$ cat src/design/assert_macros.svh
// ---------------------------------------------------------------------------
// assertion macros
// clocked, reset-qualified implication checks shared by the svpc design
// ---------------------------------------------------------------------------
`ifndef ASSERT_MACROS_SVH
`define ASSERT_MACROS_SVH

// same-cycle implication on clk_i, disabled while rst_ni is low
`define SVPC_ASSERT_IMP(lbl, ante, cons) \
  lbl: assert property (@(posedge clk_i) disable iff (!rst_ni) (ante) |-> cons) \
    else $error("svpc: implication check failed");

// next-cycle implication on clk_i, disabled while rst_ni is low
`define SVPC_ASSERT_NXT(lbl, ante, cons) \
  lbl: assert property (@(posedge clk_i) disable iff (!rst_ni) (ante) |=> cons) \
    else $error("svpc: next-cycle check failed");

`endif

$ cat src/design/svpc_pkg.sv
// ---------------------------------------------------------------------------
// svpc_pkg
// shared types, constants and the sine table generator of the svpwm block
// ---------------------------------------------------------------------------
`default_nettype none

package svpc_pkg;

  // angle resolution and sine table size
  localparam int unsigned ANGLE_BITS   = 16;
  localparam int unsigned SINE_ENTRIES = 1024;
  localparam int unsigned KW           = $clog2(SINE_ENTRIES + 1);

  // q1.15 one
  localparam logic [15:0] Q15_ONE = 16'd32768;

  // request queue between front and back
  localparam int unsigned QUEUE_DEPTH = 2;
  localparam int unsigned QPTR_W      = (QUEUE_DEPTH > 1) ? $clog2(QUEUE_DEPTH) : 1;
  localparam int unsigned QCNT_W      = $clog2(QUEUE_DEPTH + 1);

  // register indexes
  localparam logic CFG_ENERGY_LIMIT = 1'b0;
  localparam logic CFG_TIMER_PERIOD = 1'b1;

  // sixty-degree sectors
  typedef enum logic [2:0] {
    SEC_0 = 3'd0,
    SEC_1 = 3'd1,
    SEC_2 = 3'd2,
    SEC_3 = 3'd3,
    SEC_4 = 3'd4,
    SEC_5 = 3'd5
  } svpc_sector_e;

  // classified request handed from front to back
  typedef struct packed {
    svpc_sector_e      sector;
    logic [KW-1:0]     idx;
    logic [15:0]       mag;
  } svpc_item_t;

  // pi in q60 and the per-entry angle step
  localparam logic [63:0] PI_Q60   = 64'h3243_F6A8_885A_308D;
  localparam logic [63:0] SINE_DIV = 64'(3 * SINE_ENTRIES);
  localparam logic [63:0] SINE_Q   = PI_Q60 / SINE_DIV;
  localparam logic [63:0] SINE_R   = PI_Q60 % SINE_DIV;

  // (a * b) >> 60 with 64-bit wraparound
  function automatic logic [63:0] mul_q60(input logic [63:0] a, input logic [63:0] b);
    logic [63:0] ah;
    logic [63:0] al;
    logic [63:0] bh;
    logic [63:0] bl;
    logic [63:0] lo;
    logic [63:0] mid;
    logic [63:0] acc;
    ah  = a >> 32;
    al  = a & 64'h0000_0000_FFFF_FFFF;
    bh  = b >> 32;
    bl  = b & 64'h0000_0000_FFFF_FFFF;
    lo  = al * bl;
    mid = ah * bl + al * bh;
    acc = (lo >> 32) + (mid & 64'h0000_0000_FFFF_FFFF);
    return ((ah * bh) << 4) + (mid >> 28)
         + ((acc >> 28) - ((mid & 64'h0000_0000_FFFF_FFFF) >> 28));
  endfunction

  // rounded q1.15 sine of a q60 angle, taylor series to the 21st power
  function automatic logic [15:0] sine_q15(input logic [63:0] x);
    logic [63:0] x2;
    logic [63:0] term;
    logic [63:0] sum;
    x2   = mul_q60(x, x);
    term = x;
    sum  = x;
    // term n divides by (2n)(2n+1), signs alternate starting with minus
    term = mul_q60(term, x2) / 64'd6;
    sum  = sum - term;
    term = mul_q60(term, x2) / 64'd20;
    sum  = sum + term;
    term = mul_q60(term, x2) / 64'd42;
    sum  = sum - term;
    term = mul_q60(term, x2) / 64'd72;
    sum  = sum + term;
    term = mul_q60(term, x2) / 64'd110;
    sum  = sum - term;
    term = mul_q60(term, x2) / 64'd156;
    sum  = sum + term;
    term = mul_q60(term, x2) / 64'd210;
    sum  = sum - term;
    term = mul_q60(term, x2) / 64'd272;
    sum  = sum + term;
    term = mul_q60(term, x2) / 64'd342;
    sum  = sum - term;
    term = mul_q60(term, x2) / 64'd420;
    sum  = sum + term;
    return 16'((sum + (64'd1 << 44)) >> 45);
  endfunction

  // table entry k covers k * 60deg / SINE_ENTRIES
  function automatic logic [15:0] sine_entry(input int unsigned k);
    logic [63:0] kk;
    kk = 64'(k);
    return sine_q15(SINE_Q * kk + (SINE_R * kk) / SINE_DIV);
  endfunction

endpackage

`default_nettype wire

$ cat src/design/svpc_front.sv
// ---------------------------------------------------------------------------
// svpc_front
// takes a request, splits the angle into sector and table index, limits
// the magnitude, and holds the result until the queue takes it
// ---------------------------------------------------------------------------
`default_nettype none

module svpc_front (
  input  logic                   clk_i,
  input  logic                   rst_ni,
  input  logic                   start_i,
  input  logic [15:0]            vector_angle_i,
  input  logic [15:0]            vector_magnitude_i,
  input  logic                   q_full_i,
  output logic                   push_o,
  output svpc_pkg::svpc_item_t   item_o,
  output logic                   busy_o
);
  import svpc_pkg::*;

  localparam int unsigned PW = ANGLE_BITS + 3;
  localparam int unsigned FW = ANGLE_BITS + KW;

  logic                  valid_q, valid_d;
  logic                  accept;
  svpc_item_t            item_q, item_d;
  logic [ANGLE_BITS-1:0] angle;
  logic [PW-1:0]         pos;
  logic [ANGLE_BITS-1:0] frac;
  logic [FW-1:0]         scaled;

  // handshake
  assign busy_o = valid_q && q_full_i;
  assign accept = start_i && !busy_o;
  assign push_o = valid_q && !q_full_i;

  // sector and local angle: angle * 6, integer part is the sector
  always_comb begin
    angle  = ANGLE_BITS'(vector_angle_i);
    pos    = PW'(angle) * PW'(3'd6);
    frac   = pos[ANGLE_BITS-1:0];
    scaled = FW'(frac) * FW'(SINE_ENTRIES);
    item_d.sector = svpc_sector_e'(pos[ANGLE_BITS +: 3]);
    item_d.idx    = scaled[ANGLE_BITS +: KW];
    item_d.mag    = (vector_magnitude_i > Q15_ONE) ? Q15_ONE : vector_magnitude_i;
  end

  // holding register valid
  always_comb begin
    valid_d = valid_q;
    if (accept) begin
      valid_d = 1'b1;
    end else if (push_o) begin
      valid_d = 1'b0;
    end
  end

  always_ff @(posedge clk_i or negedge rst_ni) begin
    if (!rst_ni) begin
      valid_q <= 1'b0;
    end else begin
      valid_q <= valid_d;
    end
  end

  always_ff @(posedge clk_i) begin
    if (accept) begin
      item_q <= item_d;
    end
  end

  assign item_o = item_q;

endmodule

`default_nettype wire

$ cat config.mk
export PLATFORM = sky130hd
export DESIGN_NAME = svpc_front
export DESIGN_NICKNAME = d
export VERILOG_FILES = /design/src/design/assert_macros.svh /design/src/design/svpc_pkg.sv /design/src/design/svpc_front.sv
export SDC_FILE = /design/constraint.sdc
export NUM_CORES = 1
export LEC_CHECK = 0
export BUFFER_PORTS_ARGS = -buffer_cell sky130_fd_sc_hd__buf_4
export CELL_PAD_IN_SITES_DETAIL_PLACEMENT = 2
export CELL_PAD_IN_SITES_GLOBAL_PLACEMENT = 2
export CORE_ASPECT_RATIO = 0.7
export CORE_UTILIZATION = 30
export DETAILED_ROUTE_END_ITERATION = 8
export PLACE_DENSITY_LB_ADDON = 0.15
export SLEW_MARGIN = 20
export SYNTH_ARGS = -nofsm -noshare
export SYNTH_HDL_FRONTEND = slang
export SYNTH_SLANG_ARGS = --single-unit
$ cat constraint.sdc
create_clock -name clk_i -period 2.6 [get_ports clk_i]
set_clock_uncertainty 0.2 [all_clocks]
set_input_delay 0.13 -clock clk_i [delete_from_list [all_inputs] [get_ports clk_i]]
set_output_delay 0.13 -clock clk_i [all_outputs]
set_load 0.05 [all_outputs]
# Yosys cells after proc, flatten, opt, wreduce, memory -nomap -nowiden
# Cells that the tools add are included.
# totals
register_bits	30
input_bits	36
# classes
order_cmp	1
mux	2
n_reduce_logical	6
multipliers	1
# ops
cell	n
$mul 16x2->18 const B	1
$gt 16x16->1 const B	1
$logic_and 1x1->1	3
$logic_not 1->1	2
$mux 1	2
$reduce_bool 2->1	1

# Logic depth before layout (Yosys ltp)
# depth
word_depth	4
ltp_mapped	7
ltp_nobuf	7

# Worst setup path after synthesis
# No wires, ideal clock.
# synth_path
kind	register to register
startpoint	register valid_q
endpoint	register item_q (netlist bit item_o[0]), enable pin
required_time_ns	1.982
path_buffers	0
slack_ns	-0.092
stages_incl_launch_ff	3
period_less_slack_ns	2.692
arrival_time_ns	2.074
cell_sequence	dfrtp_1 -> and2_1 -> nor2b_1
# synth_between
elab_chain_len	3
# synth_rtl
element	line	rtl
from (decl)	svpc_front.sv:24	logic valid_q, valid_d;
from (signal assigned)	svpc_front.sv:62	valid_q <= valid_d;
$logic_and 1x1->1	svpc_front.sv:33	assign busy_o = valid_q && q_full_i;
named net busy_o	svpc_front.sv:17	output logic busy_o
$logic_not 1->1	svpc_front.sv:34	assign accept = start_i && !busy_o;
$logic_and 1x1->1	svpc_front.sv:34	
named net accept	svpc_front.sv:25	logic accept;
to (signal assigned)	svpc_front.sv:68	item_q <= item_d;
to (decl)	svpc_front.sv:26	svpc_item_t item_q, item_d;
# The timed path passes the listed nets, and every way through them passes these cells.
# A chain may end at the register's enable or synchronous reset.

==> out/metrics.cfg <==
[route]
first_drt_iteration_drcs = 36
wl_um = 5720
detail-route-antenna-nets = 0
vias = 1521
drtPass1Iterations = 4
detail_route.vias_per_cell = 4.81
drc = 0
detail_route.wl_per_cell_um = 18.1

[placement]
placed_cells = 288
placed_instance_area_um2 = 2370
gp_congestion = 0.798
placed_wire_length_estimate_um = 4270
port-buffer-count = 66

[synth]
synth.cells.most_frequent = edfxtp_1, nor2b_1, ha_1, nand2_1, xnor2_1
post_synth_inst_count = 150
async_reset_ff_share_pct = 3.33
synth_top_cell_by_area = edfxtp_1
synth.yosys.warnings = 0
synth-main-ff-cell = edfxtp_1
yosysUniqueCellTypes = 39
synth.cell_area_um2 = 1790
post_synth_main_area_contributors = edfxtp_1, ha_1, nor2b_1
yosysSeqAreaShare_pct = 50.1
number_of_flops_mapped_to_enable_cells_by_yosys = 29
ys_ff_latch = 30
area_share_of_the_largest_cell_type_after_synthesis_pct = 48.7
syn_avg_cell_area_um2 = 11.9
synth_most_common_cell = edfxtp_1
synth_nets = 202

[clocking]
clock_path_buffers = 2
clock_latency_late_sink_ps = 280
tritoncts = done
cts_htree_levels = 2
cts.reportedPaths.clkPinSlew_ps = 60
cts_made_buffers = 5
cts_setup_buffers = 0
root_buffer = clkbuf_8
tritoncts_num_sinks = 30
cts_repair_resize_count = 0

[hold_path]
timing.hold.worst_endpoint = valid_q
hold_class = in -> reg
worstHoldPathCells = 3
hold_start = q_full_i

[setup_path]
cp-start-kind = primary input
worst-endpoint-arrival_ps = 2020
critPathRequiredTime_ps = 2430
worst-setup-path-type = in -> reg
rr_worst_depth = 3
end_kind = register
reg2reg_setup_slack_ps = 1140
worstReg2RegEnd = item_o[7]
reg2reg_from = valid_q
crit_start = vector_angle_i[15]
crit_fanout = 4

[timing]
pin_slew_with_the_least_headroom_to_its_limit_ps = 552
grt_setup_unrepaired = false
clock.fmax_ghz = 0.458
final-hold-violation-count = 0
timing.final.setup_violations = 0
max-slew-margin-rel_pct = 62.7
finalCriticalPeriod_ps = 2180
drv_slew = 0
final.setup.tns_ps = 0
final.hold.worst_slack_ps = 62.0
post-route-period-util_pct = 84.0

[pwr]
power_frac_clock_pct = 25.5
power_density_nw_per_um2 = 557
vdd.ir_drop.worst_v = 0.000173
net-switching-power_uw = 521
share_comb_of_total_power_pct = 34.0
leakage_uw = 0.00111
switching_share_pct = 35.2
power.sequential.fraction_pct = 40.5
cell_internal_power_uw = 958

[layout]
design.final.nets = 292
layout.filler_cells = 596
number_of_inserted_diodes = 0
area_growth_syn_to_layout_pct = 48.3
finish.cell_count_without_fillers = 316
share_of_cells_above_drive_strength_1_pct = 36.9
postLayoutCellArea_um2 = 2650

[global_routing]
via_count_of_the_first_global_routing_pass = 1763
grt_max_degree = 17
global_route.usage.total_pct = 19.6
antenna_found_initial = 0
grt_pass1_wl_um = 9090
gr-total-overflow = 0

[outcome]
run_status = complete, no violations

[floorplanning]
ioPinCount = 68
chipWidth_um = 94.3
initial_core_util_pct = 31.2
die_area_um2 = 6280
die_height_um = 66.6
floorplan.rows = 23
placeable_area_um2 = 5730

[run]
timing.max_cap.violations = 0

-- layout make-up --
class	instances	area [µm²]	area share, %
inverters	7	26.3	0.990
clock buffers	5	68.8	2.59
flip-flops and latches	30	896	33.8
repair buffers	88	711	26.8
clock inverters	3	16.3	0.613
well taps	75	93.8	3.54
multi-input cells	108	842	31.7
-- power by group through the flow --
stage | combinational (µW) | sequential [µW] | clock [µW]
global route | 540 | 603 | 405
finish | 503 | 598 | 378
floorplan | 188 | 735 | 0
detailed placement | 479 | 610 | 0
CTS | 506 | 599 | 378
global placement | 464 | 606 | 0
-- worst max-delay path by stage --
stage,depth (start not counted),end,slack (ps)
finish,8,item_o[28],420
floorplan,2,item_o[0],450
CTS,8,item_o[28],380
detailed placement,7,item_o[29],400
global route,8,item_o[28],300
global placement,7,item_o[29],460
-- per-layer routing --
metal | share of wire (%) | track usage [%] | wire (µm) | vias to the layer above
met5 | 0 | 0 | 0 | -
met4 | 0.70 | 5.19 | 40 | 0
met3 | 4.1 | 3.77 | 235 | 6
met2 | 53 | 36.6 | 3050 | 42
met1 | 42 | 23.0 | 2400 | 737
li1 | - | - | - | 736
-- state kept, by name (all words and copies together), names as in the netlist --
| register | count |
|---|---|
| item_o | 29 |
| valid_q | 1 |
-- through the flow --
| step | setup slack (ps) | total power (µW) | util, % |
|---|---|---|---|
| 6_report | 416 | 1480 | 46.3 |
| 5_1_grt | 302 | 1550 | 46.3 |
| 4_1_cts | 382 | 1480 | 46.3 |
| 3_5_place_dp | 404 | 1090 | 41.4 |
| 3_3_place_gp | 455 | 1070 | 41.4 |
| 2_1_floorplan | 450 | 922 | - |
-- what timing repair did --
item | 4_1_cts | 5_1_grt
hold buffers | 20 | 0
endpoints found under the setup margin | 0 | 0
endpoints found under the hold margin | 19 | 0
-- critical path: stages --
cell           delay, ps
dlygate4sd3_1        540
buf_4                160
ha_1                 330
nor2b_1              110
a221oi_1             290
o21ai_0              160
a41oi_2              210
xnor2_1               90
-- logic make-up after synthesis --
kind of cell | after synthesis | synth area share [%]
xor+xnor | 11 | 5.38
other cells | 1 | 0.210
flops | 30 | 50.1
fa+ha+maj | 16 | 11.2
simple gates | 43 | 12.9
buf+inv | 12 | 3.01
compound gates | 37 | 17.2
-- cells in the final DEF, fill, tap and decap left out, types with 4 or more instances in the layout --
cell type      netlist  layout
nand3_1              4       4
inv_1                6       6
clkbuf_8             0       5
xnor2_1              7       7
nor2b_1             19      18
a21oi_1              5       5
dlygate4sd3_1        0      20
buf_4                2      68
edfxtp_1            29      29
xor2_1               4       4
nand2_1              9       9
ha_1                16      16
o21ai_0              4       4
No activity file was read; power rests on OpenSTA's default activity.
