## config.mk

```make
export PLATFORM = sky130hd
export DESIGN_NAME = svpc_queue
export DESIGN_NICKNAME = d
export VERILOG_FILES = /design/src/design/assert_macros.svh /design/src/design/svpc_pkg.sv /design/src/design/svpc_queue.sv
export SDC_FILE = /design/constraint.sdc
export NUM_CORES = 1
export LEC_CHECK = 0
export CAP_MARGIN = 5
export CORE_UTILIZATION = 60
export DETAILED_ROUTE_END_ITERATION = 16
export DONT_BUFFER_PORTS = 1
export GPL_TIMING_DRIVEN = 0
export PLACE_DENSITY = 0.78
export SLEW_MARGIN = 20
export SYNTH_ARGS = -nofsm -noshare
export SYNTH_HDL_FRONTEND = slang
export SYNTH_SLANG_ARGS = --single-unit
```

## constraint.sdc

```tcl
create_clock -name clk_i -period 4.07 [get_ports clk_i]
set_input_delay 0.814 -clock clk_i [delete_from_list [all_inputs] [get_ports clk_i]]
set_output_delay 0.814 -clock clk_i [all_outputs]
set_load 0.005 [all_outputs]
```

## src/design/assert_macros.svh

```systemverilog
// ---------------------------------------------------------------------------
// assertion macros
// clocked, reset-qualified implication checks shared by the svpc design
// ---------------------------------------------------------------------------
`ifndef ASSERT_MACROS_SVH
`define ASSERT_MACROS_SVH

// same-cycle implication on clk_i, disabled while rst_ni is low
`define SVPC_ASSERT_IMP(lbl, ante, cons) \
  lbl: assert property (@(posedge clk_i) disable iff (!rst_ni) (ante) |-> cons) \
    else $error("svpc: implication check failed");

// next-cycle implication on clk_i, disabled while rst_ni is low
`define SVPC_ASSERT_NXT(lbl, ante, cons) \
  lbl: assert property (@(posedge clk_i) disable iff (!rst_ni) (ante) |=> cons) \
    else $error("svpc: next-cycle check failed");

`endif

```

## src/design/svpc_pkg.sv

```systemverilog
// ---------------------------------------------------------------------------
// svpc_pkg
// shared types, constants and the sine table generator of the svpwm block
// ---------------------------------------------------------------------------
`default_nettype none

package svpc_pkg;

  // angle resolution and sine table size
  localparam int unsigned ANGLE_BITS   = 16;
  localparam int unsigned SINE_ENTRIES = 1024;
  localparam int unsigned KW           = $clog2(SINE_ENTRIES + 1);

  // q1.15 one
  localparam logic [15:0] Q15_ONE = 16'd32768;

  // request queue between front and back
  localparam int unsigned QUEUE_DEPTH = 2;
  localparam int unsigned QPTR_W      = (QUEUE_DEPTH > 1) ? $clog2(QUEUE_DEPTH) : 1;
  localparam int unsigned QCNT_W      = $clog2(QUEUE_DEPTH + 1);

  // register indexes
  localparam logic CFG_ENERGY_LIMIT = 1'b0;
  localparam logic CFG_TIMER_PERIOD = 1'b1;

  // sixty-degree sectors
  typedef enum logic [2:0] {
    SEC_0 = 3'd0,
    SEC_1 = 3'd1,
    SEC_2 = 3'd2,
    SEC_3 = 3'd3,
    SEC_4 = 3'd4,
    SEC_5 = 3'd5
  } svpc_sector_e;

  // classified request handed from front to back
  typedef struct packed {
    svpc_sector_e      sector;
    logic [KW-1:0]     idx;
    logic [15:0]       mag;
  } svpc_item_t;

  // pi in q60 and the per-entry angle step
  localparam logic [63:0] PI_Q60   = 64'h3243_F6A8_885A_308D;
  localparam logic [63:0] SINE_DIV = 64'(3 * SINE_ENTRIES);
  localparam logic [63:0] SINE_Q   = PI_Q60 / SINE_DIV;
  localparam logic [63:0] SINE_R   = PI_Q60 % SINE_DIV;

  // (a * b) >> 60 with 64-bit wraparound
  function automatic logic [63:0] mul_q60(input logic [63:0] a, input logic [63:0] b);
    logic [63:0] ah;
    logic [63:0] al;
    logic [63:0] bh;
    logic [63:0] bl;
    logic [63:0] lo;
    logic [63:0] mid;
    logic [63:0] acc;
    ah  = a >> 32;
    al  = a & 64'h0000_0000_FFFF_FFFF;
    bh  = b >> 32;
    bl  = b & 64'h0000_0000_FFFF_FFFF;
    lo  = al * bl;
    mid = ah * bl + al * bh;
    acc = (lo >> 32) + (mid & 64'h0000_0000_FFFF_FFFF);
    return ((ah * bh) << 4) + (mid >> 28)
         + ((acc >> 28) - ((mid & 64'h0000_0000_FFFF_FFFF) >> 28));
  endfunction

  // rounded q1.15 sine of a q60 angle, taylor series to the 21st power
  function automatic logic [15:0] sine_q15(input logic [63:0] x);
    logic [63:0] x2;
    logic [63:0] term;
    logic [63:0] sum;
    x2   = mul_q60(x, x);
    term = x;
    sum  = x;
    // term n divides by (2n)(2n+1), signs alternate starting with minus
    term = mul_q60(term, x2) / 64'd6;
    sum  = sum - term;
    term = mul_q60(term, x2) / 64'd20;
    sum  = sum + term;
    term = mul_q60(term, x2) / 64'd42;
    sum  = sum - term;
    term = mul_q60(term, x2) / 64'd72;
    sum  = sum + term;
    term = mul_q60(term, x2) / 64'd110;
    sum  = sum - term;
    term = mul_q60(term, x2) / 64'd156;
    sum  = sum + term;
    term = mul_q60(term, x2) / 64'd210;
    sum  = sum - term;
    term = mul_q60(term, x2) / 64'd272;
    sum  = sum + term;
    term = mul_q60(term, x2) / 64'd342;
    sum  = sum - term;
    term = mul_q60(term, x2) / 64'd420;
    sum  = sum + term;
    return 16'((sum + (64'd1 << 44)) >> 45);
  endfunction

  // table entry k covers k * 60deg / SINE_ENTRIES
  function automatic logic [15:0] sine_entry(input int unsigned k);
    logic [63:0] kk;
    kk = 64'(k);
    return sine_q15(SINE_Q * kk + (SINE_R * kk) / SINE_DIV);
  endfunction

endpackage

`default_nettype wire

```

## src/design/svpc_queue.sv

```systemverilog
// ---------------------------------------------------------------------------
// svpc_queue
// short request queue between the front and the back
// ---------------------------------------------------------------------------
`default_nettype none

module svpc_queue (
  input  logic                   clk_i,
  input  logic                   rst_ni,
  input  logic                   push_i,
  input  svpc_pkg::svpc_item_t   item_i,
  input  logic                   pop_i,
  output logic                   full_o,
  output logic                   valid_o,
  output svpc_pkg::svpc_item_t   item_o
);
  import svpc_pkg::*;

  svpc_item_t        mem_q [QUEUE_DEPTH];
  logic [QPTR_W-1:0] wptr_q, wptr_d;
  logic [QPTR_W-1:0] rptr_q, rptr_d;
  logic [QCNT_W-1:0] cnt_q, cnt_d;
  logic              do_push;
  logic              do_pop;

  assign full_o  = (cnt_q == QCNT_W'(QUEUE_DEPTH));
  assign valid_o = (cnt_q != '0);
  assign do_push = push_i && !full_o;
  assign do_pop  = pop_i && valid_o;
  assign item_o  = mem_q[rptr_q];

  // pointer wrap and fill count
  always_comb begin
    wptr_d = wptr_q;
    rptr_d = rptr_q;
    cnt_d  = cnt_q;
    if (do_push) begin
      wptr_d = (wptr_q == QPTR_W'(QUEUE_DEPTH - 1)) ? '0 : wptr_q + 1'b1;
    end
    if (do_pop) begin
      rptr_d = (rptr_q == QPTR_W'(QUEUE_DEPTH - 1)) ? '0 : rptr_q + 1'b1;
    end
    if (do_push && !do_pop) begin
      cnt_d = cnt_q + 1'b1;
    end else if (do_pop && !do_push) begin
      cnt_d = cnt_q - 1'b1;
    end
  end

  always_ff @(posedge clk_i or negedge rst_ni) begin
    if (!rst_ni) begin
      wptr_q <= '0;
      rptr_q <= '0;
      cnt_q  <= '0;
    end else begin
      wptr_q <= wptr_d;
      rptr_q <= rptr_d;
      cnt_q  <= cnt_d;
    end
  end

  // entry storage
  always_ff @(posedge clk_i) begin
    if (do_push) begin
      mem_q[wptr_q] <= item_i;
    end
  end

endmodule

`default_nettype wire

```

# == After elaboration in Yosys (flattened, before gate mapping) ==
# Memories as Yosys holds them, arrays and structs flattened.
# Cells that the tools add are included.
# word_totals
mem_bits_rw,60
wordCells,24
mem_count,1
reg_bits,4
out_inout_bits,32
# op_classes
muxes,6
add_sub_neg,4
n_reduce_logical,9
eq_ne,1
# mem_list
memory,depth,word_bits,rd,rd_clocked_by_memory_dff,write_ports,line_no,source
mem_q,2,30,1,0,1,svpc_queue.sv:19,svpc_item_t mem_q [QUEUE_DEPTH];
# op_table
cell,count
$logic_and 1x1->1,4
$mux 1,4
$mux 2,2
$reduce_bool 2->1,2
$logic_not 1->1,3
$add 1x1->1 const B,2
$add 2x1->2 const B,1
$eq 2x2->1 const B,1
$sub 2x1->2 const B,1

# == Depth between registers and ports, before layout ==
# Gate-level depths: netlist of run 1.
# logic_depth
ltp_word,7
depth_mapped,7

# == Worst setup path before layout of run 1 ==
# No wires, ideal clock.
# synth_timing
path_kind,input-to-reg
start,input port push_i
end,memory mem_q[0][0] (netlist name) (enable)
path_slack_ps,1478
t_arrival_ps,2175
setup_ps,417
n_path_buf,0
required_time_ps,3653
path_stages,2
cell_sequence,nand2_1 > nor2_1
# synth_via
elab_chain_cells,3
# synth_lines
item,line_no,source
"start, declared",svpc_queue.sv:10,"input logic push_i,"
$logic_and 1x1->1,svpc_queue.sv:28,assign do_push = push_i && !full_o;
$mux 1,svpc_queue.sv:64,if (do_push) begin
$mux 1 (not written as such),svpc_queue.sv:65,mem_q[wptr_q] <= item_i;
"end, declared",svpc_queue.sv:19,
# No other way between the ends.

==> impl_metrics.csv, run 1 <==
group,metric,value,unit
status,status,"finished clean",
detailed_routing,dr_total_vias,974,
global_routing,grt_usage,0.174,
sta,tns,0,ns
global_routing,grt_pass1_wl,5040,microns
floorplanning,coreArea,3720,sq um
clock_network,htree_levels,3,
synthesis,synth_compound_area_frac,0,
clock_network,cts_setup_buffers,0,
synthesis,synth_top_family_by_area,"multiplexers",
synthesis,synth_area_per_cell,21.2,sq um
sta,rsz0062_at_grt,"no",
clock_network,cts_max_path_buffers,2,
detailed_routing,drt_pass1_iterations,4,
detailed_routing,ant_nets,0,
setup_path,crit_arrival,1.29,ns
layout,area.growth.synth_to_final,11.0,%
global_routing,grt_overflow,0,
clock_network,cts-resized-gates,0,
synthesis,mappedNetlistNets,147,
sta,slew_violations,0,
detailed_routing,vias_per_cell,5.60,
layout,stdcell_count,174,
synthesis,seq_area_frac_synth,0.800,
floorplanning,rows,22,
global_routing,grt_max_degree,31,
setup_path,reg2reg_to,"mem_q[1][3]$_DFFE_PP_",
floorplanning,start_util,0.639,
placed_design,dp_slack,2.21,ns
floorplanning,ios,66,
global_routing,met1_usage,0.187,
clock_network,cts_inserted_buffers,9,
floorplanning,die_h,64.9,microns
placed_design,portBuffers,0,
sta,tightest_slew,0.701,ns
synthesis,synthSimpleGateAreaFrac,0.0163,
setup_path,worstPathMaxFanout,10,
setup_path,start_kind,"flop",
global_routing,use_met3,0.0651,
synthesis,synthXorXnorAreaFrac,0.0184,
setup_path,path_class,"reg2out",
sta,slew_headroom,0.533,
sta,max_freq,476,MHz
setup_path,rr_worst_depth,2,
global_routing,grt-busiest-layer,"met2",
sta,layout_min_cycle_time,2.10,ns
synthesis,synth_top_area_frac,0.758,
floorplanning,fp.dieW,64.9,microns
placed_design,place.gp.congestion,0.659,
layout,antenna_cells,0,
clock_network,postCtsHoldBufs,0,
pwr,vdd_drop_max,0.622,mV
detailed_routing,wl_per_cell,18.6,microns
sta,finalHoldViolCount,0,
synthesis,synth_area_leaders,"edfxtp_1 76%, mux2_2 14%, dfrtp_1 4.2%",
placed_design,hpwl,2200,microns
setup_path,required,3.26,ns
min_path,holdCritPathClass,"in2async",
synthesis,synth.area.mux_share,0.142,
detailed_routing,drcViolationCount,0,
synthesis,netlist_area,2380,sq um
global_routing,grt_pass1_vias,1041,
synthesis,synth_largest_area_cell,"edfxtp_1",
layout,design_area,2640,sq um
setup_path,rr_startpoint,"cnt_q[0]$_DFFE_PN0P_",
synthesis,netlist_instances,112,
synthesis,ys_types,14,
setup_path,reg2reg_slack,2.44,ns
run,drv_cap,0,
pwr,p_leak,0.895,nW
clock_network,clk_pin_slew,0.06,ns
layout,nNetsFinal,159,
sta,clock_skew,0.00532,ns
clock_network,cts_tree,"done",
pwr,power_density,721,nW/um^2
synthesis,synth_seq_cells,64,
clock_network,root_buffer,"clkbuf_8",
sta,finalSetupViolCount,0,
synthesis,synth_fa_ha_area_frac,0.00527,
global_routing,antenna_found_initial,0,
layout,drive_gt1_frac,0.381,
sta,worst_slack,1.97,ns
global_routing,grt_use_met2,0.290,
setup_path,endpoint_kind,"output pin",
detailed_routing,routed_wl,3230,microns
sta,fin_crit_sh,0.516,
placed_design,placedCellCount,161,
clock_network,clock-sinks,64,
clock_network,clock_latency,0.31,ns
synthesis,yosysWarnings,0,
placed_design,placed_cell_area,2470,sq um
detailed_routing,drt-initial-drc-count,53,
floorplanning,dieArea,4220,sq um
-- Yosys cell counts --
cell,count
or2_4,1
edfxtp_1,60
inv_1,2
buf_6,3
ha_1,1
dfrtp_1,4
xnor2_1,3
mux2_2,30
nand2_1,1
xor2_1,2
nand2b_1,1
and3_1,1
nor2_1,2
nand2_2,1
-- critical path: stages (launching register included) --
cell	delay (ns)
dfrtp_1	0.43
buf_6	0.18
mux2_2	0.36
-- through the flow --
stage	utilization	hold WS, ns	power (mW)
after floorplan	-	0.461	1.34
after global routing	0.710	0.170	2.00
after detailed placement	0.665	0.519	1.46
after CTS	0.710	0.178	1.93
final	0.710	0.194	1.90
after global placement	0.656	0.475	1.42
-- metal layers --
layer  share of wire  vias to the layer above
li1                -                      447
met1            0.36                      483
met2            0.54                       40
met3           0.092                        4
met4          0.0096                        0
met5               0                        -
-- power by group --
part | total [mW] | switching [mW] | internal (mW)
logic | 0.481 | 0.246 | 0.234
clock network | 0.461 | 0.191 | 0.271
registers | 0.960 | 0.0546 | 0.905
total | 1.90 | 0.492 | 1.41
-- logic make-up (layout without fill, tap and decap cells) --
kind of cell	count (synthesis)	in the layout
xor gates and xnor gates	5	5
buffers and inverters	5	19
and+or+nand+nor	7	7
muxes	30	30
DFF	64	64
adders and majority gates	1	1
-- worst max path at each step --
stage | start | to | slack, ns | cells after the start
floorplan | push_i | mem_q[0][0]$_DFFE_PP_ | 1.48 | 2
global placement | push_i | mem_q[0][22]$_DFFE_PP_ | 0.91 | 2
detailed placement | push_i | mem_q[1][20]$_DFFE_PP_ | 2.21 | 1
CTS | rptr_q$_DFFE_PN0P_ | item_o[6] | 1.94 | 2
global route | rptr_q$_DFFE_PN0P_ | item_o[8] | 1.89 | 2
finish | rptr_q$_DFFE_PN0P_ | item_o[6] | 1.97 | 2
-- final cells by class --
type	instances	area, sq um
inverter	2	7.51
clock inverter	2	33.8
fill	245	1080
sequential	64	1900
buffer	3	33.8
clock buffer	11	131
tap	48	60.1
timing repair buffer	1	27.5
multi-input combinational	43	442
-- cells in the final DEF (no fill, tap or decap) --
cell type / synthesis / routed
buf_6: 3 / 3
inv_1: 2 / 2
xor2_1: 2 / 2
clkbuf_1: 0 / 2
buf_16: 0 / 1
nand2_2: 1 / 1
xnor2_1: 3 / 3
and3_2: 0 / 1
clkinv_1: 0 / 1
nor2_1: 2 / 1
or2_4: 1 / 1
mux2_2: 30 / 30
edfxtp_1: 60 / 60
clkbuf_8: 0 / 9
nand2b_1: 1 / 1
nand2_1: 1 / 1
nor2_4: 0 / 1
bufinv_16: 0 / 1
ha_1: 1 / 1
dfrtp_1: 4 / 4
-- sequential cells by signal, summed over array words and instances (netlist names) --
signal,flops
mem_q,60
cnt_q,2
rptr_q,1
wptr_q,1
Note: power is estimated with default switching activity, not from simulation.
==> inputs of run 2 (changes only) <==
- CORE_UTILIZATION: 60 -> 55
- PLACE_DENSITY: 0.78 -> 0.75
- clock period: 4.07 -> 1.7 ns (I/O delays scaled with it)
==> run 2 against run 1 <==
- die area rose by 8.8%
- critical path depth unchanged
- flip-flop and latch count unchanged
- sequential power up 140%
- clock-buffer cell count unchanged
- clock skew hardly changed
- cell count rose by 3.4%
- combinational power up 140%
- first-iteration DRC count rose by 77%
- sequential share of layout area down 0.56 points
- clock power grew to 2.5 times the previous value
- highest routed layer unchanged
==> impl_metrics.csv, run 2 (same netlist as run 1, synthesis figures left out) <==
group,metric,value,unit
status,status,"finished clean",
clock_network,cts_tree,"done",
setup_path,worst-path-buf-inv,1,
detailed_routing,wl_per_cell,19.5,microns
min_path,hold_end,"mem_q[1][21]$_DFFE_PP_",
layout,stdcell_count,180,
sta,tightest_slew,0.459,ns
detailed_routing,dr_total_vias,992,
layout,reg_top3,"mem_q: 60 flops, cnt_q: 2 flops",
global_routing,grt_max_degree,31,
setup_path,path_delay_family,"flip-flops",
clock_network,cts_max_path_buffers,2,
setup_path,reg2reg_to,"cnt_q[1]$_DFFE_PN0P_",
global_routing,grt_overflow,0,
setup_path,critical-path-slowest-cell,"dfrtp_2",
layout,final_cell_mix,"60 x edfxtp_1, 30 x mux2_2, 9 x clkbuf_8",
detailed_routing,vias_per_cell,5.51,
layout,antenna_cells,0,
sta,max_freq,616,MHz
sta,rsz0062_at_grt,"no",
setup_path,worstPathMaxFanout,10,
setup_path,path_class,"reg2out",
detailed_routing,drt-initial-drc-count,94,
sta,hold_ws,0.107,ns
sta,slew_violations,0,
global_routing,grt_usage,0.173,
detailed_routing,wl_met2,1800,microns
floorplanning,dieArea,4590,sq um
global_routing,antenna_found_initial,0,
sta,fin_crit_sh,0.954,
clock_network,clock-sinks,64,
pwr,vdd_drop_max,1.18,mV
sta,clock_skew,0.00489,ns
detailed_routing,drt_pass1_iterations,4,
detailed_routing,ant_nets,0,
placed_design,place.gp.congestion,0.643,
setup_path,required,1.36,ns
placed_design,portBuffers,0,
placed_design,placedCellCount,162,
clock_network,cts_setup_buffers,0,
min_path,hold_depth,0,
clock_network,clock_latency,0.32,ns
setup_path,cp_cell_sequence,"buf_6 > mux2_2",
floorplanning,start_util,0.581,
clock_network,clk_pin_slew,0.07,ns
layout,largest_reg_flops,60,
pwr,p_leak,0.900,nW
setup_path,endpoint_kind,"output pin",
detailed_routing,routed_wl,3510,microns
detailed_routing,wl_met3,320,microns
layout,nNetsFinal,160,
floorplanning,ios,66,
global_routing,grt_pass1_vias,1020,
placed_design,hpwl,2170,microns
setup_path,rr_worst_depth,6,
sta,slew_headroom,0.693,
min_path,holdCritPathClass,"in2reg",
setup_path,start_kind,"flop",
layout,area.growth.synth_to_final,12.0,%
layout,drive_gt1_frac,0.400,
clock_network,root_buffer,"clkbuf_8",
run,drv_cap,0,
clock_network,cts_inserted_buffers,9,
sta,layout_min_cycle_time,1.62,ns
setup_path,crit_arrival,1.28,ns
layout,fill_cells,288,
layout,regMostFlops,"mem_q",
detailed_routing,met1_length,1330,microns
pwr,power_density,1740,nW/um^2
clock_network,htree_levels,3,
sta,finalSetupViolCount,0,
setup_path,reg2reg_slack,0.10,ns
setup_path,rr_startpoint,"cnt_q[0]$_DFFE_PN0P_",
layout,layout_commonest_cell,"edfxtp_1",
detailed_routing,drcViolationCount,0,
setup_path,critPathMaxStageDelay,0.42,ns
floorplanning,fp.dieW,67.7,microns
sta,finalHoldViolCount,0,
global_routing,grt_pass1_wl,5030,microns
min_path,worstHoldStart,"item_i[21]",
layout,postLayoutCoreUtil,0.651,
floorplanning,coreArea,4090,sq um
floorplanning,die_h,67.7,microns
floorplanning,rows,23,
detailed_routing,highest_layer,"met4",
==> run 2: cell types whose count changed in the layout (fill, tap and decap cells not counted), sizes merged <==
cell / change
nor2: +1
clkinv: +3
buf: -1
dlygate4sd3: +1
==> run 2: layout make-up <==
| type | instances | area [sq um] | share of cell area |
|---|---|---|---|
| timing repair buffer | 1 | 10.0 | 0.00376 |
| inverter | 2 | 7.51 | 0.00282 |
| multi-input combinational | 44 | 464 | 0.175 |
| clock buffer | 11 | 131 | 0.0494 |
| clock inverter | 5 | 47.5 | 0.0179 |
| tap | 50 | 62.6 | 0.0235 |
| sequential | 64 | 1900 | 0.715 |
| buffer | 3 | 33.8 | 0.0127 |
==> run 2: worst max-delay path by stage <==
stage               slack [ns]                endpoint  depth (start not counted)                  from
floorplan                 0.18   mem_q[0][0]$_DFFE_PP_                          3  cnt_q[0]$_DFFE_PN0P_
finish                    0.08               item_o[4]                          2    rptr_q$_DFFE_PN0P_
global placement         -0.04  mem_q[0][24]$_DFFE_PP_                          3  cnt_q[0]$_DFFE_PN0P_
detailed placement       -0.11  mem_q[0][28]$_DFFE_PP_                          3  cnt_q[0]$_DFFE_PN0P_
global route              0.01               item_o[4]                          2    rptr_q$_DFFE_PN0P_
CTS                      0.005   mem_q[1][8]$_DFFE_PP_                          2  cnt_q[0]$_DFFE_PN0P_
==> run 2: what timing repair did <==
| action | CTS | global route |
|---|---|---|
| cloned | 1 | 0 |
| hold buffers | 1 | 0 |
| gates resized for setup | 3 | 2 |
| hold endpoints to repair | 4 | 0 |
| endpoints found under the setup margin | 37 | 31 |
==> run 2: per-stage QoR <==
| step | total power, mW | TNS [ns] | instance area, sq um | setup WS (ns) |
|---|---|---|---|---|
| floorplan | 3.22 | 0 | 2380 | 0.183 |
| global placement | 3.41 | -1.13 | 2450 | -0.0386 |
| CTS | 4.67 | 0 | 2650 | 0.00510 |
| global route | 4.86 | 0 | 2660 | 0.0126 |
| finish | 4.62 | 0 | 2660 | 0.0776 |
| detailed placement | 3.46 | -3.25 | 2450 | -0.109 |
==> run 2: worst reg2reg max path, stage by stage, from the launching register on <==
cell and delay (ns):
dfrtp_1 0.43, nand2b_1 0.24, nand2_4 0.16, inv_1 0.06, ha_1 0.31, nor2_1 0.15, xor2_1 0.17
==> run 2: power breakdown <==
part           internal, mW  switching, mW  total, mW
registers              2.17          0.150       2.32
logic                 0.537          0.605       1.14
clock network         0.662          0.500       1.16
==> run 2: routing by layer <==
| metal | track usage | vias up |
|---|---|---|
| li1 | - | 458 |
| met1 | 0.182 | 480 |
| met2 | 0.260 | 48 |
| met3 | 0.101 | 6 |
| met4 | 0.112 | 0 |
| met5 | 0 | - |
